`src/rtl/fbx_pkg.sv`:
```
package fbx_pkg;

	// ALU operations
	localparam logic [1:0] OP_MAC  = 2'd0;
	localparam logic [1:0] OP_HALF = 2'd1;
	localparam logic [1:0] OP_SUB  = 2'd2;
	localparam logic [1:0] OP_END  = 2'd3;

	// operand sources: scratch registers, state read data, input sample, lane value
	localparam logic [3:0] R0     = 4'd0;
	localparam logic [3:0] R1     = 4'd1;
	localparam logic [3:0] R2     = 4'd2;
	localparam logic [3:0] R3     = 4'd3;
	localparam logic [3:0] R4     = 4'd4;
	localparam logic [3:0] R5     = 4'd5;
	localparam logic [3:0] R6     = 4'd6;
	localparam logic [3:0] R7     = 4'd7;
	localparam logic [3:0] SRC_Z  = 4'd8;
	localparam logic [3:0] SRC_IN = 4'd9;
	localparam logic [3:0] SRC_LN = 4'd10;

	// coefficient slot within a set
	localparam logic [1:0] K0 = 2'd0;
	localparam logic [1:0] K1 = 2'd1;
	localparam logic [1:0] K2 = 2'd2;

	// coefficient set: mid cutoff, phase correction set, split set
	localparam logic [1:0] CS_MID = 2'd0;
	localparam logic [1:0] CS_PH  = 2'd1;
	localparam logic [1:0] CS_SP  = 2'd2;

	// configuration register indexes
	localparam logic [1:0] REG_MID  = 2'd0;
	localparam logic [1:0] REG_LOW  = 2'd1;
	localparam logic [1:0] REG_HIGH = 2'd2;

	localparam int          PC_W      = 6;
	localparam logic [5:0]  PC_BAND   = 6'd17;
	localparam logic [5:0]  PC_END    = 6'd40;
	localparam int          MEM_AW    = 7;
	localparam int          MEM_DEPTH = 128;
	localparam int          NREG      = 8;
	localparam int          NLANE     = 4;
	localparam int          NOUT      = 8;

	typedef struct packed {
		logic [1:0] op;
		logic [3:0] src_a;
		logic [3:0] src_c;
		logic [1:0] kidx;
		logic       kneg;
		logic [1:0] cset;
		logic       dst_en;
		logic [2:0] dst;
		logic       rd;
		logic       wr;
		logic [3:0] off;
		logic       lwr;
		logic       owr;
		logic       hi;
		logic       lp;
		logic [5:0] tgt;
	} uword_t;

	function automatic uword_t uw(logic [1:0] op, logic [3:0] a, logic [3:0] c, logic [1:0] k,
		logic kn, logic [1:0] cs, logic de, logic [3:0] d, logic rd, logic wr, logic [3:0] off,
		logic lw, logic ow, logic hi, logic lp, logic [5:0] tgt);
		uword_t w;
		w.op     = op;
		w.src_a  = a;
		w.src_c  = c;
		w.kidx   = k;
		w.kneg   = kn;
		w.cset   = cs;
		w.dst_en = de;
		w.dst    = d[2:0];
		w.rd     = rd;
		w.wr     = wr;
		w.off    = off;
		w.lwr    = lw;
		w.owr    = ow;
		w.hi     = hi;
		w.lp     = lp;
		w.tgt    = tgt;
		return w;
	endfunction

	// multiply-accumulate step
	function automatic uword_t um(logic [3:0] a, logic [3:0] c, logic [1:0] k, logic kn,
		logic [1:0] cs, logic de, logic [3:0] d, logic rd, logic wr, logic [3:0] off);
		return uw(OP_MAC, a, c, k, kn, cs, de, d, rd, wr, off, 1'b0, 1'b0, 1'b0, 1'b0, 6'd0);
	endfunction

	// program: mid split per channel (steps 0..16), then per lane phase fix and split
	function automatic uword_t ucode(logic [PC_W-1:0] pc);
		uword_t w;
		case (pc)
			// first S stage, A1 on input
			6'd0:  w = um(SRC_Z, SRC_IN, K0, 1'b1, CS_MID, 1'b1, R1, 1'b1, 1'b1, 4'd0);
			6'd1:  w = um(R1, SRC_Z, K0, 1'b0, CS_MID, 1'b1, R0, 1'b0, 1'b0, 4'd0);
			// A2 on input
			6'd2:  w = um(SRC_IN, SRC_Z, K2, 1'b0, CS_MID, 1'b1, R2, 1'b1, 1'b0, 4'd1);
			6'd3:  w = um(SRC_IN, SRC_Z, K1, 1'b0, CS_MID, 1'b1, R3, 1'b1, 1'b0, 4'd2);
			6'd4:  w = um(R2, R3, K1, 1'b1, CS_MID, 1'b0, R0, 1'b0, 1'b1, 4'd1);
			6'd5:  w = um(R2, SRC_IN, K2, 1'b1, CS_MID, 1'b0, R0, 1'b0, 1'b1, 4'd2);
			6'd6:  w = uw(OP_HALF, R0, R2, K0, 1'b0, CS_MID, 1'b1, R4, 1'b0, 1'b0, 4'd0,
				1'b0, 1'b0, 1'b0, 1'b0, 6'd0);
			// second S stage
			6'd7:  w = um(SRC_Z, R4, K0, 1'b1, CS_MID, 1'b1, R1, 1'b1, 1'b1, 4'd3);
			6'd8:  w = um(R1, SRC_Z, K0, 1'b0, CS_MID, 1'b1, R0, 1'b0, 1'b0, 4'd3);
			6'd9:  w = um(R4, SRC_Z, K2, 1'b0, CS_MID, 1'b1, R5, 1'b1, 1'b0, 4'd4);
			6'd10: w = um(R4, SRC_Z, K1, 1'b0, CS_MID, 1'b1, R3, 1'b1, 1'b0, 4'd5);
			6'd11: w = um(R5, R3, K1, 1'b1, CS_MID, 1'b0, R0, 1'b0, 1'b1, 4'd4);
			6'd12: w = um(R5, R4, K2, 1'b1, CS_MID, 1'b0, R0, 1'b0, 1'b1, 4'd5);
			6'd13: w = uw(OP_HALF, R0, R5, K0, 1'b0, CS_MID, 1'b1, R4, 1'b0, 1'b0, 4'd0,
				1'b1, 1'b0, 1'b0, 1'b0, 6'd0);
			// serial A1 on the first A2 output, high = serial - low
			6'd14: w = um(SRC_Z, R2, K0, 1'b1, CS_MID, 1'b1, R1, 1'b1, 1'b1, 4'd6);
			6'd15: w = um(R1, SRC_Z, K0, 1'b0, CS_MID, 1'b1, R0, 1'b0, 1'b0, 4'd6);
			6'd16: w = uw(OP_SUB, R0, R4, K0, 1'b0, CS_MID, 1'b0, R0, 1'b0, 1'b0, 4'd0,
				1'b1, 1'b0, 1'b1, 1'b1, 6'd0);
			// phase correction A1 then A2, result in R7
			6'd17: w = um(SRC_Z, SRC_LN, K0, 1'b1, CS_PH, 1'b1, R1, 1'b1, 1'b1, 4'd0);
			6'd18: w = um(R1, SRC_Z, K0, 1'b0, CS_PH, 1'b1, R6, 1'b0, 1'b0, 4'd0);
			6'd19: w = um(R6, SRC_Z, K2, 1'b0, CS_PH, 1'b1, R7, 1'b1, 1'b0, 4'd1);
			6'd20: w = um(R6, SRC_Z, K1, 1'b0, CS_PH, 1'b1, R3, 1'b1, 1'b0, 4'd2);
			6'd21: w = um(R7, R3, K1, 1'b1, CS_PH, 1'b0, R0, 1'b0, 1'b1, 4'd1);
			6'd22: w = um(R7, R6, K2, 1'b1, CS_PH, 1'b0, R0, 1'b0, 1'b1, 4'd2);
			// band split, first S stage
			6'd23: w = um(SRC_Z, R7, K0, 1'b1, CS_SP, 1'b1, R1, 1'b1, 1'b1, 4'd3);
			6'd24: w = um(R1, SRC_Z, K0, 1'b0, CS_SP, 1'b1, R0, 1'b0, 1'b0, 4'd3);
			6'd25: w = um(R7, SRC_Z, K2, 1'b0, CS_SP, 1'b1, R2, 1'b1, 1'b0, 4'd4);
			6'd26: w = um(R7, SRC_Z, K1, 1'b0, CS_SP, 1'b1, R3, 1'b1, 1'b0, 4'd5);
			6'd27: w = um(R2, R3, K1, 1'b1, CS_SP, 1'b0, R0, 1'b0, 1'b1, 4'd4);
			6'd28: w = um(R2, R7, K2, 1'b1, CS_SP, 1'b0, R0, 1'b0, 1'b1, 4'd5);
			6'd29: w = uw(OP_HALF, R0, R2, K0, 1'b0, CS_SP, 1'b1, R4, 1'b0, 1'b0, 4'd0,
				1'b0, 1'b0, 1'b0, 1'b0, 6'd0);
			// band split, second S stage
			6'd30: w = um(SRC_Z, R4, K0, 1'b1, CS_SP, 1'b1, R1, 1'b1, 1'b1, 4'd6);
			6'd31: w = um(R1, SRC_Z, K0, 1'b0, CS_SP, 1'b1, R0, 1'b0, 1'b0, 4'd6);
			6'd32: w = um(R4, SRC_Z, K2, 1'b0, CS_SP, 1'b1, R5, 1'b1, 1'b0, 4'd7);
			6'd33: w = um(R4, SRC_Z, K1, 1'b0, CS_SP, 1'b1, R3, 1'b1, 1'b0, 4'd8);
			6'd34: w = um(R5, R3, K1, 1'b1, CS_SP, 1'b0, R0, 1'b0, 1'b1, 4'd7);
			6'd35: w = um(R5, R4, K2, 1'b1, CS_SP, 1'b0, R0, 1'b0, 1'b1, 4'd8);
			6'd36: w = uw(OP_HALF, R0, R5, K0, 1'b0, CS_SP, 1'b1, R4, 1'b0, 1'b0, 4'd0,
				1'b0, 1'b1, 1'b0, 1'b0, 6'd0);
			// serial A1 and band high output
			6'd37: w = um(SRC_Z, R2, K0, 1'b1, CS_SP, 1'b1, R1, 1'b1, 1'b1, 4'd9);
			6'd38: w = um(R1, SRC_Z, K0, 1'b0, CS_SP, 1'b1, R0, 1'b0, 1'b0, 4'd9);
			6'd39: w = uw(OP_SUB, R0, R4, K0, 1'b0, CS_SP, 1'b0, R0, 1'b0, 1'b0, 4'd0,
				1'b0, 1'b1, 1'b1, 1'b1, PC_BAND);
			default: w = uw(OP_END, R0, R0, K0, 1'b0, CS_MID, 1'b0, R0, 1'b0, 1'b0, 4'd0,
				1'b0, 1'b0, 1'b0, 1'b0, 6'd0);
		endcase
		return w;
	endfunction

endpackage

```
`src/rtl/fbx_alu.sv`:
```
// Shared arithmetic unit: rounded multiply-accumulate, halving sum, difference,
// all saturated to the internal width.
module fbx_alu #(
	parameter int IW = 32,
	parameter int CW = 16
) (
	input  logic [1:0]           op,
	input  logic                 kneg,
	input  logic signed [IW-1:0] a,
	input  logic signed [IW-1:0] c,
	input  logic signed [CW-1:0] k,
	output logic signed [IW-1:0] res
);

	localparam int PW = IW + CW + 2;
	localparam logic signed [PW-1:0] RND  = PW'(1) <<< (CW - 3);
	localparam logic signed [PW-1:0] MAXV = (PW'(1) <<< (IW - 1)) - PW'(1);
	localparam logic signed [PW-1:0] MINV = -(PW'(1) <<< (IW - 1));

	logic signed [CW:0]   kx;
	logic signed [PW-1:0] prod;
	logic signed [PW-1:0] wide;

	// exact negation with one extra bit
	assign kx   = kneg ? -((CW + 1)'(k)) : (CW + 1)'(k);
	assign prod = PW'(a) * PW'(kx);

	always_comb begin
		case (op)
			fbx_pkg::OP_MAC:  wide = ((prod + RND) >>> (CW - 2)) + PW'(c);
			fbx_pkg::OP_HALF: wide = (PW'(a) + PW'(c)) >>> 1;
			fbx_pkg::OP_SUB:  wide = PW'(a) - PW'(c);
			default:          wide = PW'(a);
		endcase
	end

	// saturate to internal width
	always_comb begin
		if (wide > MAXV) begin
			res = MAXV[IW-1:0];
		end else if (wide < MINV) begin
			res = MINV[IW-1:0];
		end else begin
			res = wide[IW-1:0];
		end
	end

endmodule

```
`config.mk`:
```
export PLATFORM = sky130hd
export DESIGN_NAME = fbx_alu
export DESIGN_NICKNAME = d
export VERILOG_FILES = /design/src/rtl/fbx_pkg.sv /design/src/rtl/fbx_alu.sv
export SDC_FILE = /design/constraint.sdc
export NUM_CORES = 2
export LEC_CHECK = 0
export BUFFER_PORTS_ARGS = -buffer_cell sky130_fd_sc_hd__clkbuf_2
export CELL_PAD_IN_SITES_DETAIL_PLACEMENT = 2
export CELL_PAD_IN_SITES_GLOBAL_PLACEMENT = 2
export CORE_UTILIZATION = 26
export DETAILED_ROUTE_END_ITERATION = 6
export PLACE_DENSITY = 0.68
export SLEW_MARGIN = 20
export SYNTH_ARGS = -nofsm -noshare
export SYNTH_HDL_FRONTEND = slang
export SYNTH_SLANG_ARGS = --single-unit
```
`constraint.sdc`:
```
create_clock -name vclk -period 17
set_input_delay 1.7 -clock vclk [all_inputs]
set_output_delay 1.7 -clock vclk [all_outputs]
set_load 0.01 [all_outputs]
```
==> run summary <==
Of all cell types, the one taking the most synthesized area is fa_1. Once placement completed, the tool counted placed cells totaling 4,307. After detailed routing, the total wire length is 92,300 µm. Registers take 0 µm². The run gives 0 as the number of pins exceeding their max-slew limit in the final report. For this design the top-level I/O count stands at 115.

Max-cap violations in this run came to 0. The run finished with clean final reports. Yosys instantiated no cell more often than inv_1.

For the final-report hold violation count, the log shows 0. For the sum of net half-perimeters after detailed placement, the log shows 77,600 µm. For the filler-free cell count of the finished design, the log shows 4,308. Along the worst path, the maximum fanout reaches 31. The transition at the pin with the smallest max-transition slack came out at 1.07 ns. From synthesis to final layout, the design area changed by 7.76%. Sequential area share after synthesis: 0%. The cell that appears most often on the critical path is fa_1. The logs give 0 for the total congestion overflow after global routing and 0 for the count of sequential standard cells.

The proportion of netlist area held by the largest area contributor is 42.4%, and the weighted congestion reported at the end of routability-driven placement is 0.854. In this run the remaining antenna-violating nets after routing total 0. After synthesis, the cell types taking the most area are fa_1, ha_1, inv_1.

The tools report the combined global-route utilization of all metal layers as 19.2%. The routed layout has 20,800 vias. For this run, the number of Yosys warnings is 0. The worst pin sits at a relative slew slack of 28.6%.

For the detailed router's first-iteration violation count, the log shows 823. The core region is 95,200 µm². In the final timing run, aggregate negative setup slack is 0 ns. The number of buffers added to fix hold violations after cts was 0; the largest stage delay on the critical path was 0.68 ns. Derived from the worst setup path, the maximum achievable clock frequency is 63.4 MHz. The cell with the largest stage delay on the worst path is a311o_2.

The number of gates given a new drive strength after cts is 0, and the post-CTS setup buffer count is 0. The run gives 3,864 as the post-synth net total. The largest net degree at the start of global routing was 72. After synthesis, the most frequently instantiated cells are inv_1, fa_1, nand2_1. The first global-routing pass estimated 144,000 µm of wire. The first TritonRoute pass finished after 5 iterations. The post-synthesis area per instance was 8.22 µm². The unique cell type count in the Yosys netlist is 85, and the via density per instance is 4.84.

The worst hold path belongs to the class input pin to output pin. Post-layout utilization of the core: 28.3%. Setup repair after global routing left no endpoint under its margin. The tools report the overall die area as 97,400 µm².

The final critical-path share of the clock period was 92.7%. The run gives 14.06 ns as the arrival time of data at the critical path endpoint. The critical path is of the input pin to output pin type. Number of antenna violations at the first check in global routing: 5. The run gives 113 as the total number of placement rows. The die is 312 µm wide.

Dividing the detail-routed wire length by the instance count gives 21.4 µm. In this run the vertical extent of the chip is 312 µm. The number of global-route vias before repair is 23,900. The tools report the type of element capturing the critical path as an output pin. In the final layout, the share of cells above drive strength 1 is 7.56%. Once the floorplan was initialized, standard cells occupied 26.3% of the core.

Synthesis produced a netlist whose cell count is 3,040. The minimum period implied by the final worst setup slack is 15.76 ns. In the routed design, unresolved DRC markers number 0.

After the last flow step, the layout net total stands at 3,868. Setup violations remaining at the end of the flow were counted as 0. The cell area that synthesis handed to floorplanning was 25,000 µm².

Clock buffers in the final layout number 0. The required time at the worst-slack endpoint came out at 15.30 ns. The startpoint type of the worst setup path was an input pin. The count of buffers inserted at the top-level ports was 115.
-- cells in the final DEF (no fill, tap or decap), drive strengths merged, types with 19 or more instances in the layout --
master,synthesis,layout
xor2,41,41
nor2,172,172
o21bai,25,25
buf,29,30
o21ai,104,104
nand2,406,406
nor2b,28,28
ha,212,212
nand2b,20,20
xnor2,85,85
a31oi,22,22
a21o,46,46
inv,676,676
clkbuf,114,115
and2,127,127
fa,529,529
nand3,33,33
a21oi,127,127
nor3,27,27
o21a,19,19
-- cell type report --
cell class | instances | area [µm²]
fillers | 11000 | 68200
multi-input cells | 2220 | 22000
inverters | 677 | 2540
well taps | 1265 | 1580
repair buffers | 145 | 801
diodes | 1 | 2.50
-- per-stage QoR --
stage / hold WS [ns] / area, µm² / setup WS, ns
final: 4.06 / 26900 / 1.24
after CTS: 4.10 / 26900 / 1.32
after global routing: 4.13 / 26900 / 0.530
after floorplan: 3.63 / 25000 / 3.32
after detailed placement: 4.09 / 26900 / 1.36
after global placement: 4.08 / 26900 / 1.68
-- kinds of logic (layout without fill, tap and decap cells) --
kind of cell	Yosys count	after routing	share of synthesized area [%]
AND/OR/NAND/NOR	870	870	15.9
other	0	1	0
multiplexers	24	24	1.82
AO/OA/AOI/OAI	459	459	12.4
XOR/XNOR	126	126	4.42
buffers and inverters	820	822	12.5
adder cells (fa/ha/maj)	741	741	53.0
-- path summary, 6_finish.rpt --
path,endpoint,startpoint,cells after the start,slack [ns]
max,res[27],k[4],41,1.24
min,res[0],c[0],6,4.06
-- critical path: cells and delay by family --
family | cells | cell delay (ns)
AO/OA/AOI/OAI | 15 | 4.32
adder cells (fa/ha/maj) | 8 | 3.70
XOR/XNOR | 2 | 0.45
buffers and inverters | 5 | 1.05
multiplexers | 1 | 0.13
AND/OR/NAND/NOR | 10 | 2.70
-- metal layers --
metal / track usage (%) / share of wire (%) / vias to the layer above
met3: 1.31 / 2.7 / 110
met4: 4.62 / 2.8 / 8
met1: 24.6 / 43 / 11100
met2: 34.9 / 51 / 294
li1: - / - / 9354
met5: 0 / 0.061 / -
